==> src/rtl/sha256sb_pkg.sv <==
// ----------------------------------------------------------------------------
// sha256sb_pkg
// Shared types and constants for the single-block SHA-256 hash unit.
// ----------------------------------------------------------------------------
`default_nettype none

package sha256sb_pkg;

	// Largest message that fits one padded block
	localparam int unsigned MAX_BYTES = 55;

	// First padding byte after the message
	localparam logic [7:0] PAD_MARK = 8'h80;

	// Request: one message byte
	typedef struct packed {
		logic [7:0] msg_byte;
		logic       final_byte;
	} msg_req_t;

	// Result: one digest word
	typedef struct packed {
		logic [31:0] digest_word;
		logic [2:0]  word_number;
		logic        last_word;
		logic        too_long;
	} dig_rsp_t;

	// Round variables a..h, element 0 is a
	typedef logic [7:0][31:0] vars_t;

	// Initial hash values H0..H7
	localparam logic [31:0] H_INIT [8] = '{
		32'h6a09e667, 32'hbb67ae85, 32'h3c6ef372, 32'ha54ff53a,
		32'h510e527f, 32'h9b05688c, 32'h1f83d9ab, 32'h5be0cd19
	};

	// Round constants K0..K63
	localparam logic [31:0] ROUND_K [64] = '{
		32'h428a2f98, 32'h71374491, 32'hb5c0fbcf, 32'he9b5dba5,
		32'h3956c25b, 32'h59f111f1, 32'h923f82a4, 32'hab1c5ed5,
		32'hd807aa98, 32'h12835b01, 32'h243185be, 32'h550c7dc3,
		32'h72be5d74, 32'h80deb1fe, 32'h9bdc06a7, 32'hc19bf174,
		32'he49b69c1, 32'hefbe4786, 32'h0fc19dc6, 32'h240ca1cc,
		32'h2de92c6f, 32'h4a7484aa, 32'h5cb0a9dc, 32'h76f988da,
		32'h983e5152, 32'ha831c66d, 32'hb00327c8, 32'hbf597fc7,
		32'hc6e00bf3, 32'hd5a79147, 32'h06ca6351, 32'h14292967,
		32'h27b70a85, 32'h2e1b2138, 32'h4d2c6dfc, 32'h53380d13,
		32'h650a7354, 32'h766a0abb, 32'h81c2c92e, 32'h92722c85,
		32'ha2bfe8a1, 32'ha81a664b, 32'hc24b8b70, 32'hc76c51a3,
		32'hd192e819, 32'hd6990624, 32'hf40e3585, 32'h106aa070,
		32'h19a4c116, 32'h1e376c08, 32'h2748774c, 32'h34b0bcb5,
		32'h391c0cb3, 32'h4ed8aa4a, 32'h5b9cca4f, 32'h682e6ff3,
		32'h748f82ee, 32'h78a5636f, 32'h84c87814, 32'h8cc70208,
		32'h90befffa, 32'ha4506ceb, 32'hbef9a3f7, 32'hc67178f2
	};

endpackage

`default_nettype wire

==> src/rtl/sha256sb_round.sv <==
// ----------------------------------------------------------------------------
// sha256sb_round
// One SHA-256 compression round plus the next message schedule word.
// ----------------------------------------------------------------------------
`default_nettype none

module sha256sb_round
	import sha256sb_pkg::*;
(
	input  vars_t       v,
	input  logic [31:0] k,
	input  logic [31:0] w0,
	input  logic [31:0] w1,
	input  logic [31:0] w9,
	input  logic [31:0] w14,
	output vars_t       v_next,
	output logic [31:0] w_new
);

	function automatic logic [31:0] big_sigma0(input logic [31:0] x);
		return {x[1:0], x[31:2]} ^ {x[12:0], x[31:13]} ^ {x[21:0], x[31:22]};
	endfunction

	function automatic logic [31:0] big_sigma1(input logic [31:0] x);
		return {x[5:0], x[31:6]} ^ {x[10:0], x[31:11]} ^ {x[24:0], x[31:25]};
	endfunction

	function automatic logic [31:0] small_sigma0(input logic [31:0] x);
		return {x[6:0], x[31:7]} ^ {x[17:0], x[31:18]} ^ {3'b000, x[31:3]};
	endfunction

	function automatic logic [31:0] small_sigma1(input logic [31:0] x);
		return {x[16:0], x[31:17]} ^ {x[18:0], x[31:19]} ^ {10'b0, x[31:10]};
	endfunction

	logic [31:0] ch;
	logic [31:0] maj;
	logic [31:0] t1;
	logic [31:0] t2;

	// Compute the round terms
	assign ch  = (v[4] & v[5]) ^ (~v[4] & v[6]);
	assign maj = (v[0] & v[1]) ^ (v[0] & v[2]) ^ (v[1] & v[2]);
	assign t1  = v[7] + big_sigma1(v[4]) + ch + k + w0;
	assign t2  = big_sigma0(v[0]) + maj;

	// Rotate the working variables
	assign v_next[0] = t1 + t2;
	assign v_next[1] = v[0];
	assign v_next[2] = v[1];
	assign v_next[3] = v[2];
	assign v_next[4] = v[3] + t1;
	assign v_next[5] = v[4];
	assign v_next[6] = v[5];
	assign v_next[7] = v[6];

	// Extend the schedule sixteen words ahead
	assign w_new = small_sigma1(w14) + w9 + small_sigma0(w1) + w0;

endmodule

`default_nettype wire

==> src/rtl/sha256_single_block_hash_unit.sv <==
// ----------------------------------------------------------------------------
// sha256_single_block_hash_unit
// Single-block SHA-256: gathers bytes, pads, hashes, streams eight words.
// ----------------------------------------------------------------------------
// A message of n bytes (1 to 55) is taken one byte a cycle; after the final
// byte the unit stalls its input while it pads (one schedule word per cycle),
// compresses (one round per cycle through a single round unit) and hands out
// the digest words H0 to H7. A message longer than 55 bytes skips padding and
// rounds: its eight words are zero with too_long set. The last digest word
// may still wait in the output register while the next message is taken.
// ----------------------------------------------------------------------------
`default_nettype none

module sha256_single_block_hash_unit
	import sha256sb_pkg::*;
(
	input  wire      clk,
	input  wire      arst_n,
	input  wire      msg_valid,
	output logic     msg_stall,
	input  msg_req_t msg,
	output logic     dig_valid,
	input  wire      dig_stall,
	output dig_rsp_t dig
);

	typedef enum logic [1:0] {
		ST_COLLECT,
		ST_PAD,
		ST_ROUND,
		ST_EMIT
	} state_t;

	state_t      state_q;
	logic [5:0]  cnt_q;
	logic [5:0]  count_q;
	logic        ovf_q;
	logic        dig_valid_q;
	dig_rsp_t    dig_q;

	logic [31:0] w_q [16];
	vars_t       v_q;

	logic        msg_acc;
	logic        full;
	logic        ovf_now;
	logic        out_free;
	logic [3:0]  pad_idx;
	logic [5:0]  pad_pos;
	logic [31:0] pad_cur;
	logic [31:0] pad_word;
	logic [2:0]  emit_idx;
	logic [31:0] emit_word;
	vars_t       v_next;
	logic [31:0] w_new;

	// Handshake decode
	assign msg_stall = (state_q != ST_COLLECT);
	assign msg_acc   = msg_valid & ~msg_stall;
	assign full      = (count_q == 6'(MAX_BYTES));
	assign ovf_now   = ovf_q | full;
	assign out_free  = ~dig_valid_q | ~dig_stall;
	assign dig_valid = dig_valid_q;
	assign dig       = dig_q;

	// Build one padded schedule word: keep message bytes, mark, zeros, length
	assign pad_idx = cnt_q[3:0];
	assign pad_cur = w_q[pad_idx];

	always_comb begin
		pad_word = '0;
		pad_pos  = '0;
		for (int l = 0; l < 4; l++) begin
			pad_pos = {pad_idx, 2'(l)};
			if (pad_pos < count_q) begin
				pad_word[8*(3-l) +: 8] = pad_cur[8*(3-l) +: 8];
			end else if (pad_pos == count_q) begin
				pad_word[8*(3-l) +: 8] = PAD_MARK;
			end
		end
		if (pad_idx == 4'd15) begin
			pad_word[15:0] = {7'd0, count_q, 3'b000};
		end
	end

	// Shared round unit
	sha256sb_round u_round (
		.v      (v_q),
		.k      (ROUND_K[cnt_q]),
		.w0     (w_q[0]),
		.w1     (w_q[1]),
		.w9     (w_q[9]),
		.w14    (w_q[14]),
		.v_next (v_next),
		.w_new  (w_new)
	);

	// Final digest word: initial value plus working variable, or zero if overlong
	assign emit_idx  = cnt_q[2:0];
	assign emit_word = ovf_q ? 32'd0 : (H_INIT[emit_idx] + v_q[emit_idx]);

	// Sequencer and output register
	always_ff @(posedge clk or negedge arst_n) begin
		if (!arst_n) begin
			state_q     <= ST_COLLECT;
			cnt_q       <= '0;
			count_q     <= '0;
			ovf_q       <= 1'b0;
			dig_valid_q <= 1'b0;
			dig_q       <= '0;
		end else begin
			// Raise valid on a fresh word, drop it once the word is taken
			if (state_q == ST_EMIT && out_free) begin
				dig_valid_q <= 1'b1;
			end else if (dig_valid_q && !dig_stall) begin
				dig_valid_q <= 1'b0;
			end
			unique case (state_q)
				ST_COLLECT: begin
					if (msg_acc) begin
						if (!full) begin
							count_q <= count_q + 6'd1;
						end
						ovf_q <= ovf_now;
						cnt_q <= '0;
						if (msg.final_byte) begin
							state_q <= ovf_now ? ST_EMIT : ST_PAD;
						end
					end
				end
				ST_PAD: begin
					if (pad_idx == 4'd15) begin
						cnt_q   <= '0;
						state_q <= ST_ROUND;
					end else begin
						cnt_q <= cnt_q + 6'd1;
					end
				end
				ST_ROUND: begin
					if (cnt_q == 6'd63) begin
						cnt_q   <= '0;
						state_q <= ST_EMIT;
					end else begin
						cnt_q <= cnt_q + 6'd1;
					end
				end
				ST_EMIT: begin
					if (out_free) begin
						dig_q.digest_word <= emit_word;
						dig_q.word_number <= emit_idx;
						dig_q.last_word   <= (emit_idx == 3'd7);
						dig_q.too_long    <= ovf_q;
						if (emit_idx == 3'd7) begin
							cnt_q   <= '0;
							count_q <= '0;
							ovf_q   <= 1'b0;
							state_q <= ST_COLLECT;
						end else begin
							cnt_q <= cnt_q + 6'd1;
						end
					end
				end
				default: begin
					state_q <= ST_COLLECT;
				end
			endcase
		end
	end

	// Message store, schedule window and working variables
	always_ff @(posedge clk) begin
		if (msg_acc && !full) begin
			w_q[count_q[5:2]][{~count_q[1:0], 3'b000} +: 8] <= msg.msg_byte;
		end
		if (state_q == ST_PAD) begin
			w_q[pad_idx] <= pad_word;
			if (pad_idx == 4'd15) begin
				for (int i = 0; i < 8; i++) begin
					v_q[i] <= H_INIT[i];
				end
			end
		end
		if (state_q == ST_ROUND) begin
			for (int i = 0; i < 15; i++) begin
				w_q[i] <= w_q[i+1];
			end
			w_q[15] <= w_new;
			v_q     <= v_next;
		end
	end

endmodule

`default_nettype wire

==> config.mk <==
export PLATFORM = sky130hd
export DESIGN_NAME = sha256_single_block_hash_unit
export DESIGN_NICKNAME = d
export VERILOG_FILES = /design/src/rtl/sha256sb_pkg.sv /design/src/rtl/sha256sb_round.sv /design/src/rtl/sha256_single_block_hash_unit.sv
export SDC_FILE = /design/constraint.sdc
export NUM_CORES = 2
export LEC_CHECK = 0
export BUFFER_PORTS_ARGS = -buffer_cell sky130_fd_sc_hd__buf_2
export CAP_MARGIN = 20
export CORE_MARGIN = 3
export CORE_UTILIZATION = 45
export DETAILED_ROUTE_END_ITERATION = 8
export PLACE_DENSITY_LB_ADDON = 0.08
export SYNTH_ARGS = -nofsm -noshare
export SYNTH_HDL_FRONTEND = slang
export SYNTH_SLANG_ARGS = --single-unit
==> constraint.sdc <==
create_clock -name clk -period 46.5 [get_ports clk]
set_clock_uncertainty 0.15 [all_clocks]
set_input_delay 0 -clock clk [delete_from_list [all_inputs] [get_ports clk]]
set_output_delay 0 -clock clk [all_outputs]
set_load 0.005 [all_outputs]
==> out/results.tsv <==
stage	metric	value	unit
drt	drt_pass1_iterations	7	
worst_setup_path	cp-start-kind	flip-flop	
logic_synthesis	synth-simple-area-share	0.141	
clock_tree	clk_pin_slew_worst_paths	0.07	ns
sta	fmax	0.103	GHz
logic_synthesis	ys_warn_count	0	
clock_tree	cts_root_buffer	clkbuf_16	
logic_synthesis	synth_top_family_by_area	simple AND/OR/NAND/NOR gates	
sta	slew_headroom	0.220	
global_route	grt_pass1_wl	242	mm
drt	via_per_inst	5.70	
sta	setup_tns	0	ns
clock_tree	cts_made_buffers	92	
min_path	whs_path_depth	3	
min_path	hold_path.class	primary input to flip-flop	
sta	min_period_over_period	0.209	
clock_tree	cts_setup_buffers	0	
worst_setup_path	worstPathRequired	46.79	ns
placement	gp_congestion	0.948	
logic_synthesis	synthAdderAreaFrac	0.120	
worst_setup_path	r2r_slack	36.78	ns
logic_synthesis	synth_edf_count	768	
logic_synthesis	synth_area_leaders	edfxtp_1, fa_1, nand2_1, ha_1, xnor2_1	
logic_synthesis	ys_types	83	
worst_setup_path	slowest_delay	0.92	ns
finish	fillers	10700	
floorplan	rows	124	
drt	ant_nets	0	
finish	diodes	0	
worst_setup_path	worst-path-max-fanout	28	
worst_setup_path	path_common_cell	a21oi_1	
floorplan	die_area	121000	µm²
min_path	hp-start	msg[5]	
worst_setup_path	timing.rr.end	v_q[31]	
logic_synthesis	synthArstFlopShare	0.0646	
floorplan	die_w	347	µm
sta	rsz0062_at_grt	false	
placement	hpwl	121	mm
global_route	grt_usage	0.271	
worst_setup_path	critPathCaptureType	flip-flop	
drt	drc_errors	0	
floorplan	io_pins	52	
floorplan	start_util	0.456	
clock_tree	clk_path_buf_depth	3	
global_route	overflow	0	
worst_setup_path	reg2reg_from	cnt_q[1]	
placement	io_buffers	51	
floorplan	die_h	347	µm
logic_synthesis	yosys.cell_count.top_type	nand2_1	
logic_synthesis	synth_nets	5382	
clock_tree	cts_tree	done	
clock_tree	htree_levels	3	
sta	slew_viol_final	0	
logic_synthesis	synth_top_area_cell	edfxtp_1	
logic_synthesis	syn_inst	4985	
drt	drtIter0Drc	3705	
sta	finalCriticalPeriod	9.72	ns
sta	finalSetupViolCount	0	
drt	vias	36800	
run	drv_cap	0	
logic_synthesis	synth_ff_type	edfxtp_1	
clock_tree	clk_latency	0.69	ns
logic_synthesis	syn_area	52400	µm²
logic_synthesis	synth_seq_cells	821	
global_route	grt_max_degree	235	
finish	area_growth	8.03	%
logic_synthesis	synth_xor_area_frac	0.0637	
global_route	antenna_found_initial	1	
logic_synthesis	synth_top_cell_area_share	0.440	
worst_setup_path	worst_path_max_delay_cell	ha_1	
logic_synthesis	avgSynthCellArea	10.5	µm²
worst_setup_path	worstSetupPathType	flip-flop to flip-flop	
finish	drive_gt1_frac	0.0727	
logic_synthesis	synth_compound_area_frac	0.121	
min_path	hold_end	w_q[5][28]	
status	status	finished clean	
finish	layout.nets	5276	
sta	hold_viol	0	
clock_tree	cts_sinks	821	
logic_synthesis	muxShareOfSynthArea	0.0407	
sta	worstMarginPinSlew	1.16	ns
floorplan	coreArea	115000	µm²
logic_synthesis	yosysSeqAreaShare	0.465	
worst_setup_path	r2r_cells	34	
drt	wirelength	164	mm
worst_setup_path	arrival	10.01	ns
global_route	grt_pass1_vias	36100	
drt	wl_per_cell	25.4	µm
logic_synthesis	ys_top_cells_by_count	nand2_1, edfxtp_1, inv_1	
-- cell families (layout without fill, tap and decap cells) --
kind of cell / after synthesis / in the layout
mux: 119 / 119
simple gates: 1671 / 1671
compound gates: 948 / 948
fa+ha+maj: 388 / 388
flops: 821 / 821
xor+xnor: 378 / 378
buf+inv: 660 / 626
-- registers in the layout (all words and copies together) (netlist names) --
name	cells
w_q	512
v_q	256
dig	37
cnt_q	6
count_q	6
state_q	2
dig_valid	1
ovf_q	1
-- metal layers --
| metal | vias to the layer above | part of all wire | GRT usage |
|---|---|---|---|
| met5 | - | 0 | 0 |
| met4 | 0 | 0.041 | 0.100 |
| met3 | 252 | 0.049 | 0.0289 |
| met2 | 1120 | 0.48 | 0.455 |
| met1 | 18500 | 0.43 | 0.363 |
| li1 | 17000 | - | - |
-- cells in the final DEF, fill, tap and decap left out, types with 38 or more instances in the layout --
cell | synthesis | layout
inv_1 | 355 | 354
a21oi_1 | 200 | 198
a21o_1 | 272 | 272
mux4_2 | 72 | 72
nand2b_1 | 146 | 146
xor2_1 | 120 | 120
clkbuf_16 | 0 | 92
buf_4 | 0 | 38
fa_1 | 191 | 191
nor2_1 | 170 | 169
nor3_1 | 44 | 44
xnor2_1 | 256 | 256
edfxtp_1 | 768 | 768
nand2_1 | 1014 | 1014
nand3_1 | 61 | 61
and2_1 | 123 | 123
dfrtp_1 | 53 | 47
buf_2 | 25 | 52
ha_1 | 193 | 192
o21ai_0 | 180 | 180
-- critical path, delay by kind of cell, from the launching register on --
| family | cells | cell delay [ns] |
|---|---|---|
| DFF | 1 | 0.68 |
| and+or+nand+nor | 5 | 0.68 |
| adders and majority gates | 6 | 2.94 |
| buffers and inverters | 5 | 1.01 |
| AOI/OAI and AO/OA | 16 | 3.50 |
| xor gates and xnor gates | 2 | 0.49 |
-- repair_timing --
item	CTS	global route
gates resized for setup	0	0
hold buffers	8	0
hold endpoints to repair	102	0
-- cell type report --
type / instances / area, µm² / share of cell area
Clock buffer: 125 / 2470 / 0.0436
Timing Repair Buffer: 101 / 681 / 0.0120
Tap cell: 1512 / 1890 / 0.0334
Multi-Input combinational cell: 3504 / 25500 / 0.451
Clock inverter: 41 / 280 / 0.00495
Inverter: 359 / 1350 / 0.0238
Sequential cell: 821 / 24400 / 0.431
-- how the worst max path moves through the flow --
stage	startpoint	to	cells after the start
final	cnt_q[1]	v_q[31]	34
after global routing	cnt_q[1]	v_q[30]	30
after detailed placement	cnt_q[0]	v_q[31]	34
after global placement	cnt_q[1]	v_q[31]	34
after floorplan	cnt_q[1]	v_q[0]	6
after CTS	cnt_q[0]	v_q[31]	34
-- stage by stage --
stage	hold slack (ns)	cell area, µm²	cells	setup slack [ns]	util
final	0.0753	56600	6463	36.78	0.492
after global routing	0.0924	56600	6463	36.27	0.492
after CTS	0.0344	56600	6462	36.95	0.492
after detailed placement	-0.324	53800	6288	37.00	0.468
after global placement	-0.328	53800	6287	37.17	0.468
after floorplan	-0.446	52400	4985	25.04	-
Power is not shown: default switching activity piles up to over one toggle a cycle in this logic, so the estimate is an artifact.
